**config.mk**
```make
export PLATFORM = sky130hd
export DESIGN_NAME = meter_register_time_extractor_core
export DESIGN_NICKNAME = d
export VERILOG_FILES = /design/src/rtl/mrte_pkg.sv /design/src/rtl/meter_register_time_extractor_core.sv /design/src/rtl/mrte_time_decode.sv
export SDC_FILE = /design/constraint.sdc
export NUM_CORES = 1
export LEC_CHECK = 0
export BUFFER_PORTS_ARGS = -buffer_cell sky130_fd_sc_hd__buf_2
export CAP_MARGIN = 0
export CORE_MARGIN = 2
export CORE_UTILIZATION = 50
export CTS_CLUSTER_SIZE = 28
export DETAILED_ROUTE_END_ITERATION = 8
export PLACE_DENSITY = 0.72
export SLEW_MARGIN = 30
export SYNTH_ARGS = -nofsm -noshare
export SYNTH_HDL_FRONTEND = slang
export SYNTH_HIERARCHICAL = 1
export SYNTH_SLANG_ARGS = --single-unit
```
**constraint.sdc**
```tcl
create_clock -name i_clk -period 7.3 [get_ports i_clk]
set_input_delay 1.46 -clock i_clk [delete_from_list [all_inputs] [get_ports i_clk]]
set_output_delay 1.46 -clock i_clk [all_outputs]
set_load 0.005 [all_outputs]
```
**src/rtl/mrte_pkg.sv**
```systemverilog
// Shared types and constants for the meter register time extractor.
package mrte_pkg;

    // Value capture buffer and identifier sizes
    localparam int VALUE_CHARS = 8;
    localparam int ID_CHARS    = 8;
    localparam int ValueIdxW   = $clog2(VALUE_CHARS);
    localparam int CountW      = $clog2(VALUE_CHARS + 1);
    localparam int IdPosW      = $clog2(ID_CHARS + 1);
    localparam int IdIdxW      = (ID_CHARS > 1) ? $clog2(ID_CHARS) : 1;

    // Configuration port
    localparam int CfgDataW = 64;
    localparam int CfgIdxW  = 1;
    localparam logic [CfgIdxW-1:0] REG_ID     = 1'd0;
    localparam logic [CfgIdxW-1:0] REG_ID_LEN = 1'd1;
    localparam logic [63:0] ID_RESET     = 64'd211228896816;
    localparam logic [3:0]  ID_LEN_RESET = 4'd5;

    // Item kinds
    localparam logic [1:0] KIND_BYTE    = 2'd0;
    localparam logic [1:0] KIND_DONE    = 2'd1;
    localparam logic [1:0] KIND_TIMEOUT = 2'd2;

    // Characters
    localparam logic [7:0] CH_OPEN  = 8'h28;
    localparam logic [7:0] CH_CLOSE = 8'h29;
    localparam logic [7:0] CH_STAR  = 8'h2A;
    localparam logic [7:0] CH_ZERO  = 8'h30;
    localparam logic [7:0] CH_NINE  = 8'h39;

    typedef logic [VALUE_CHARS-1:0][7:0] t_value_store;

    typedef struct packed {
        logic [1:0] kind;
        logic [7:0] data_byte;
    } t_in;

    typedef struct packed {
        logic [6:0] hour;
        logic [6:0] minute;
        logic [6:0] second;
        logic       time_updated;
    } t_out;

    // Decoded time from the capture buffer
    typedef struct packed {
        logic       valid;
        logic [6:0] hour;
        logic [6:0] minute;
        logic [6:0] second;
    } t_time;

endpackage

```
**src/rtl/meter_register_time_extractor_core.sv**
```systemverilog
// Meter register time extractor: finds a register identifier in a meter
// reply, captures its value and decodes the time. One item is taken per clock
// cycle; every reply byte is fully handled in the cycle it is transferred.
// End items (reply complete or timed out) produce one result, held in an
// output register; reply bytes keep flowing while that result waits, and only
// a following end item is held off while the output register is occupied and
// stalled. The result is registered and appears in the cycle after the end item's transfer.
module meter_register_time_extractor_core (
    input  logic                            i_clk,
    input  logic                            i_rst_n,
    // configuration
    input  logic                            i_cfg_we,
    input  logic [mrte_pkg::CfgIdxW-1:0]    i_cfg_index,
    input  logic [mrte_pkg::CfgDataW-1:0]   i_cfg_data,
    // input channel
    input  logic                            i_in_valid,
    output logic                            o_in_stall,
    input  mrte_pkg::t_in                   i_in,
    // output channel
    output logic                            o_out_valid,
    input  logic                            i_out_stall,
    output mrte_pkg::t_out                  o_out
);

    // Configuration registers
    logic [63:0] r_id;
    logic [3:0]  r_id_len;

    // Parse state
    logic [mrte_pkg::IdPosW-1:0] r_match, n_match;
    logic                        r_await, n_await;
    logic                        r_capt, n_capt;
    logic                        r_found, n_found;
    mrte_pkg::t_value_store      r_store, n_store;
    logic [mrte_pkg::CountW-1:0] r_count, n_count;
    logic [6:0]                  r_hour, n_hour;
    logic [6:0]                  r_min, n_min;
    logic [6:0]                  r_sec, n_sec;

    // Output register
    logic            r_out_valid, n_out_valid;
    mrte_pkg::t_out  r_out, n_out;

    logic                        w_end;
    logic                        w_take;
    logic [mrte_pkg::IdPosW-1:0] w_len;
    logic [7:0]                  w_id_ch;
    logic [7:0]                  w_id0;
    logic [7:0]                  w_b;
    mrte_pkg::t_time             w_time;

    mrte_time_decode u_decode (
        .i_store (r_store),
        .i_count (r_count),
        .o_time  (w_time)
    );

    assign w_end = (i_in.kind == mrte_pkg::KIND_DONE)
                || (i_in.kind == mrte_pkg::KIND_TIMEOUT);
    // end items wait only while a result is held and stalled
    assign o_in_stall = r_out_valid && i_out_stall && w_end;
    assign w_take     = i_in_valid && !o_in_stall;
    assign w_b        = i_in.data_byte;

    // Effective identifier length, clamped to 1..ID_CHARS
    always_comb begin
        if (r_id_len == 4'd0) begin
            w_len = mrte_pkg::IdPosW'(1);
        end else if (r_id_len > 4'(mrte_pkg::ID_CHARS)) begin
            w_len = mrte_pkg::IdPosW'(mrte_pkg::ID_CHARS);
        end else begin
            w_len = mrte_pkg::IdPosW'(r_id_len);
        end
    end

    assign w_id0   = r_id[7:0];
    assign w_id_ch = r_id[8 * r_match[mrte_pkg::IdIdxW-1:0] +: 8];

    // Per-item next state
    always_comb begin
        n_match     = r_match;
        n_await     = r_await;
        n_capt      = r_capt;
        n_found     = r_found;
        n_store     = r_store;
        n_count     = r_count;
        n_hour      = r_hour;
        n_min       = r_min;
        n_sec       = r_sec;
        n_out_valid = r_out_valid && i_out_stall;
        n_out       = r_out;

        if (w_take) begin
            case (i_in.kind)
                mrte_pkg::KIND_BYTE: begin
                    if (r_found) begin
                        // capture value characters
                        if (r_capt) begin
                            if (w_b == mrte_pkg::CH_CLOSE || w_b == mrte_pkg::CH_STAR) begin
                                n_capt = 1'b0;
                            end else if (r_count < mrte_pkg::CountW'(mrte_pkg::VALUE_CHARS)) begin
                                n_store[r_count[mrte_pkg::ValueIdxW-1:0]] = w_b;
                                n_count = r_count + 1'b1;
                            end
                        end
                    end else if (r_await || !(r_match < w_len && w_b == w_id_ch)) begin
                        if (r_await && w_b == mrte_pkg::CH_OPEN) begin
                            n_await = 1'b0;
                            n_found = 1'b1;
                            n_capt  = 1'b1;
                            n_count = '0;
                        end else begin
                            // recheck byte as a possible first identifier char
                            n_await = (w_b == w_id0) && (w_len == mrte_pkg::IdPosW'(1));
                            n_match = ((w_b == w_id0) && !n_await)
                                    ? mrte_pkg::IdPosW'(1) : '0;
                        end
                    end else begin
                        // identifier char matched
                        if (r_match + 1'b1 == w_len) begin
                            n_match = '0;
                            n_await = 1'b1;
                        end else begin
                            n_match = r_match + 1'b1;
                        end
                    end
                end
                mrte_pkg::KIND_DONE, mrte_pkg::KIND_TIMEOUT: begin
                    n_out.time_updated = 1'b0;
                    if (i_in.kind == mrte_pkg::KIND_DONE && r_found && w_time.valid) begin
                        n_hour = w_time.hour;
                        n_min  = w_time.minute;
                        n_sec  = w_time.second;
                        n_out.time_updated = 1'b1;
                    end
                    n_out.hour   = n_hour;
                    n_out.minute = n_min;
                    n_out.second = n_sec;
                    n_out_valid  = 1'b1;
                    // clear parse state for the next reply
                    n_match = '0;
                    n_await = 1'b0;
                    n_capt  = 1'b0;
                    n_found = 1'b0;
                    n_count = '0;
                end
                default: begin
                end
            endcase
        end
    end

    // Control and configuration registers
    always_ff @(posedge i_clk) begin
        if (!i_rst_n) begin
            r_id        <= mrte_pkg::ID_RESET;
            r_id_len    <= mrte_pkg::ID_LEN_RESET;
            r_match     <= '0;
            r_await     <= 1'b0;
            r_capt      <= 1'b0;
            r_found     <= 1'b0;
            r_count     <= '0;
            r_hour      <= '0;
            r_min       <= '0;
            r_sec       <= '0;
            r_out_valid <= 1'b0;
        end else begin
            if (i_cfg_we) begin
                case (i_cfg_index)
                    mrte_pkg::REG_ID:     r_id     <= i_cfg_data;
                    mrte_pkg::REG_ID_LEN: r_id_len <= i_cfg_data[3:0];
                    default: begin
                    end
                endcase
            end
            r_match     <= n_match;
            r_await     <= n_await;
            r_capt      <= n_capt;
            r_found     <= n_found;
            r_count     <= n_count;
            r_hour      <= n_hour;
            r_min       <= n_min;
            r_sec       <= n_sec;
            r_out_valid <= n_out_valid;
        end
    end

    // Payload registers
    always_ff @(posedge i_clk) begin
        r_store <= n_store;
        r_out   <= n_out;
    end

    assign o_out_valid = r_out_valid;
    assign o_out       = r_out;

endmodule

```
**src/rtl/mrte_time_decode.sv**
```systemverilog
// Decodes hh?mm?ss from the captured value characters.
module mrte_time_decode (
    input  mrte_pkg::t_value_store       i_store,
    input  logic [mrte_pkg::CountW-1:0]  i_count,
    output mrte_pkg::t_time              o_time
);

    logic [5:0]      w_ok;
    logic [5:0][3:0] w_dig;
    logic [6:0]      w_pair [3];

    // Digit checks at positions 0,1 / 3,4 / 6,7
    always_comb begin
        for (int k = 0; k < 6; k++) begin
            automatic logic [mrte_pkg::ValueIdxW-1:0] p =
                mrte_pkg::ValueIdxW'((k / 2) * 3 + (k % 2));
            w_ok[k]  = (mrte_pkg::CountW'(p) < i_count)
                    && (i_store[p] >= mrte_pkg::CH_ZERO)
                    && (i_store[p] <= mrte_pkg::CH_NINE);
            w_dig[k] = 4'(i_store[p] - mrte_pkg::CH_ZERO);
        end
    end

    // tens * 10 + units, as shifts and adds
    always_comb begin
        for (int j = 0; j < 3; j++) begin
            w_pair[j] = {w_dig[2*j], 3'b000} + {2'b00, w_dig[2*j], 1'b0}
                      + {3'b000, w_dig[2*j+1]};
        end
    end

    assign o_time.valid  = &w_ok;
    assign o_time.hour   = w_pair[0];
    assign o_time.minute = w_pair[1];
    assign o_time.second = w_pair[2];

endmodule

```
==> impl_metrics.tcl, run 1 <==
set metrics [dict create \
    numPortBuffers 103 \
    arrival_ns 2.51 \
    ctsHoldBuffers 0 \
    drt_iter0_drc 353 \
    path_max_fanout 11 \
    clockRootBuffer "clkbuf_16" \
    status "completed" \
    clock_latency_ns 0.43 \
    worstSetupStartpointType "input pin" \
    period_needed_ns 3.97 \
    cts_tree "yes" \
    fin_tns_setup_ns 0 \
    timing.final.crit_share_pct 54.3 \
    cts_buffer_depth 2 \
    n_antenna_cell 0 \
    crit_path_frequent_cell "buf_2" \
    fmax_mhz 252 \
    initial_core_util_pct 51.5 \
    drt-total-wl_um 16700 \
    tightest_slew_ns 0.858 \
    stdcell_count 1093 \
    layout-drive-gt1-share_pct 21.3 \
    antenna_found_initial 0 \
    die_x_um 129 \
    critPathRequiredTime_ns 5.84 \
    final_cell_mix "nand2_1, buf_2, dfxtp_1" \
    finish.utilization_pct 59.7 \
    overflow 0 \
    cts_setup_buffers 0 \
    nNetsFinal 985 \
    slowest_stage "ha_1" \
    ctsResizeCount 0 \
    rsz0062_at_grt "no" \
    ys.warnings.count 6 \
    grt_max_degree 77 \
    cpPeakStageDelay_ns 0.48 \
    antenna_left 0 \
    cts.sinks 171 \
    core_um2 15300 \
    viasPerCell 5.33 \
    drc_errors 0 \
    slew_headroom_pct 42.7 \
    grt_pass1_vias 5488 \
    crit_buf_inv 3 \
    place.detailed.hpwl_um 11400 \
    layout_commonest_cell "nand2_1" \
    fillers 1319 \
    wl_per_cell_um 15.3 \
    synth_nets 900 \
    clock_skew_ns 0.00675 \
    place_inst 1061 \
    routabilityCongestion 0.797 \
    min_path_type "reg -> reg" \
    postSynthCellCount 784 \
    criticalPathCategory "in -> out" \
    max-cap-violations 0 \
    area_growth_pct 15.8 \
    dr.pass1.iters 5 \
    dieArea_um2 16700 \
    avgSynthCellArea_um2 10.0 \
    rows 45 \
    h-tree-depth 4 \
    whs_ns 0.452 \
    powerDensity_nw_per_um2 231 \
    pin_count 104 \
    synth_area_um2 7860 \
    setup-violations-final 0 \
    clk_pin_slew_ns 0.06 \
    endpoint_kind "output pin" \
    grt_usage_pct 20.8 \
    cts_buffers 17 \
    slew_violations 0 \
    vias 5828 \
    critPathTopFamily "adder cells" \
    hold_violations 0 \
    grt_pass1_wl_um 27000 \
    reg2reg_slack_ns 4.26 \
    die_height_um 129 \
    crit_chain "buf_2, inv_1, ha_1, and3_1, buf_2" \
    p_leak_nw 3.75 \
    ir_worst_vdd_mv 0.165 \
]
## per-stage QoR
step           setup slack [ns]  total power [mW]  area, um2
2_1_floorplan              3.67              1.17       7860
3_3_place_gp               3.16              1.24       8510
3_5_place_dp               3.03              1.24       8520
4_1_cts                    3.35              2.11       9090
5_1_grt                    3.24              2.18       9110
6_report                   3.33              2.10       9110
## tightest hold or removal path, delay by kind of cell (launching register included)
family | cells | cell delay, ns
flip-flops | 1 | 0.31
AO/OA/AOI/OAI | 1 | 0.05
AND/OR/NAND/NOR | 1 | 0.05
## power by group
part / switching (mW) / total [mW] / internal [mW]
logic: 0.0977 / 0.168 / 0.0706
clock network: 0.345 / 0.880 / 0.535
registers: 0.0180 / 1.05 / 1.03
## worst paths after layout
path,endpoint,cells past startpoint,startpoint
worst min-delay path,r_id[43],2,r_id[43]
worst max register to register,r_match[0],8,r_match[2]
worst max-delay path,o_in_stall,5,i_in[8]
worst min register to register,r_id[43],2,r_id[43]
## flip-flops by register name (all words and copies together) (netlist names)
signal and cells:
r_id 64, r_hour 7, r_min 7, r_found 1
o_out_valid 1, r_count 4, r_sec 7, r_capt 1
r_await 1, o_out 22, r_id_len 4, r_store 48
r_match 4
## cell type report
class	count	area, um2	area share [%]
flip-flops and latches	171	4120	45.3
multi-input cells	536	3460	38.0
repair buffers	108	553	6.07
clock buffers	26	493	5.41
well taps	211	264	2.90
inverters	35	131	1.44
clock inverters	6	85.1	0.934
## routing by layer
| layer | GRT usage, % | vias to the layer above | routed length (um) |
|---|---|---|---|
| li1 | - | 2872 | - |
| met1 | 27.0 | 2747 | 7360 |
| met2 | 33.9 | 172 | 8020 |
| met3 | 4.21 | 37 | 803 |
| met4 | 9.55 | 0 | 511 |
| met5 | 0 | - | 0 |
(Power assumes the default switching activity.)
==> run 2, diff against run 1 <==
--- a/config.mk
+++ b/config.mk
@@ -5,13 +5,14 @@
 export SDC_FILE = /design/constraint.sdc
 export NUM_CORES = 1
 export LEC_CHECK = 0
+export ABC_AREA = 1
 export BUFFER_PORTS_ARGS = -buffer_cell sky130_fd_sc_hd__buf_2
 export CAP_MARGIN = 0
 export CORE_MARGIN = 2
 export CORE_UTILIZATION = 50
 export CTS_CLUSTER_SIZE = 28
 export DETAILED_ROUTE_END_ITERATION = 8
-export PLACE_DENSITY = 0.72
+export PLACE_DENSITY = 0.75
 export SLEW_MARGIN = 30
 export SYNTH_ARGS = -nofsm -noshare
 export SYNTH_HDL_FRONTEND = slang
==> constraint.sdc (replaced) <==
create_clock -name i_clk -period 3.37 [get_ports i_clk]
set_input_delay 0.674 -clock i_clk [delete_from_list [all_inputs] [get_ports i_clk]]
set_output_delay 0.674 -clock i_clk [all_outputs]
set_load 0.005 [all_outputs]
==> run 2 against run 1 <==
Net effect: area after synthesis rose by 3.9%; clock power rose by 140%; worst setup slack lost 2.4 ns; final area up 4.3%; worst hold slack lost 0.011 ns; critical path depth rose by 3; first-iteration DRC count down 2.8%; sequential power increased by 120%; cell count is 20% higher.
==> impl_metrics.tcl, run 2 <==
set metrics [dict create \
    pin_count 104 \
    rr_worst_depth 14 \
    cts_setup_buffers 0 \
    ir_worst_vdd_mv 0.425 \
    drc_errors 0 \
    regToRegStartpoint "r_store[26]" \
    rows 46 \
    vias 6648 \
    clock_skew_ns 0.00688 \
    grt_usage_pct 20.9 \
    setup-violations-final 0 \
    endpoint_kind "register" \
    ys.warnings.count 6 \
    drt-total-wl_um 17700 \
    die_height_um 132 \
    clock_latency_ns 0.42 \
    r2r-end "r_min[6]" \
    startpoint "i_in[8]" \
    worstSetupStartpointType "input pin" \
    fin_ws_ns 0.913 \
    ctsHoldBuffers 0 \
    synth_nets 1110 \
    largest_reg_flops 64 \
    finalPower_mw 4.84 \
    layout-drive-gt1-share_pct 15.6 \
    dieArea_um2 17400 \
    cts_buffer_depth 2 \
    grt_pass1_vias 6332 \
    numPortBuffers 103 \
    area_growth_pct 16.3 \
    tightest_slew_ns 0.792 \
    arrival_ns 2.51 \
    period_needed_ns 2.46 \
    h-tree-depth 4 \
    viasPerCell 5.07 \
    place.detailed.hpwl_um 12300 \
    fin_tns_setup_ns 0 \
    grt_max_degree 80 \
    antenna_left 0 \
    n_antenna_cell 0 \
    timing.final.crit_share_pct 72.9 \
    wl_per_cell_um 13.5 \
    slew_headroom_pct 47.2 \
    hold_violations 0 \
    max-cap-violations 0 \
    cts_buffers 17 \
    initial_core_util_pct 51.2 \
    min_path_type "reg -> reg" \
    drt_iter0_drc 343 \
    postSynthCellCount 994 \
    slew_violations 0 \
    cts.sinks 171 \
    clockRootBuffer "clkbuf_16" \
    rsz0062_at_grt "no" \
    layout_commonest_cell "nand2_1" \
    clk_pin_slew_ns 0.06 \
    grt_pass1_wl_um 29400 \
    largest_register "r_id" \
    final_cell_mix "nand2_1, inv_1, nor2_1" \
    core_um2 15900 \
    criticalPathCategory "in -> reg" \
    avgSynthCellArea_um2 8.22 \
    overflow 0 \
    critPathRequiredTime_ns 3.43 \
    nNetsFinal 1199 \
    routabilityCongestion 0.892 \
    cts_tree "yes" \
    path_max_fanout 8 \
    synth_area_um2 8170 \
    ctsResizeCount 0 \
    powerDensity_nw_per_um2 509 \
    p_leak_nw 4.27 \
    fmax_mhz 407 \
    dr.pass1.iters 5 \
    crit_path_end "r_store[56]" \
    reg2reg_slack_ns 0.97 \
    pre_cts_slack_ns 0.491 \
    status "completed" \
    die_x_um 132 \
    antenna_found_initial 0 \
]
-- run 2: cell types whose count changed in the layout (fill, tap and decap cells not counted), moves of 9 or more --
cell	before	now
nor2_1	60	105
inv_1	33	133
o21ai_1	0	17
nand3_1	32	53
o21ai_0	16	93
nor3_1	25	5
mux4_2	9	0
mux2_2	31	0
o211ai_1	1	19
nand2_1	150	197
-- run 2: critical path, cell delays in order --
cell,delay [ns]
buf_2,0.10
inv_1,0.04
ha_1,0.36
inv_2,0.10
o21ai_1,0.11
nor4_1,0.50
inv_1,0.10
nor2_1,0.51
-- run 2: routing by layer --
metal	track usage, %	vias up	wire length [um]
met1	25.7	3045	7850
met2	36.3	171	8740
met4	7.00	0	344
met5	0	-	0
met3	4.77	31	784
li1	-	3401	-
-- run 2: final cells by class --
class / count / area, um2
Multi-Input combinational cell: 628 / 3260
Clock inverter: 14 / 216
Timing Repair Buffer: 116 / 626
Inverter: 149 / 569
Sequential cell: 171 / 4120
Tap cell: 216 / 270
Clock buffer: 18 / 439
Fill cell: 1381 / 6440
-- run 2: how the worst min path moves through the flow --
stage / start / end / slack [ns] / cells past startpoint
after floorplan: r_id[12] / r_id[12] / 0.42 / 2
after global placement: r_id[43] / r_id[43] / 0.43 / 2
after detailed placement: r_id[28] / r_id[28] / 0.43 / 2
after CTS: r_id[28] / r_id[28] / 0.44 / 2
after global routing: r_id[41] / r_id[41] / 0.45 / 2
final: r_id[41] / r_id[41] / 0.44 / 2
-- run 2: power breakdown --
| part | internal [mW] | switching [mW] | leakage, nW |
|---|---|---|---|
| registers | 2.26 | 0.0402 | 1.48 |
| clock network | 1.34 | 0.814 | 0.323 |
| logic | 0.145 | 0.241 | 2.47 |
| total | 3.74 | 1.10 | 4.27 |
-- run 2: through the flow --
stage,util [%],instances,hold WS [ns],instance area [um2]
floorplan,-,994,0.421,8170
global placement,55.5,1280,0.428,8840
detailed placement,55.5,1280,0.434,8840
CTS,59.6,1312,0.443,9500
global route,59.6,1312,0.450,9500
finish,59.6,1312,0.441,9500
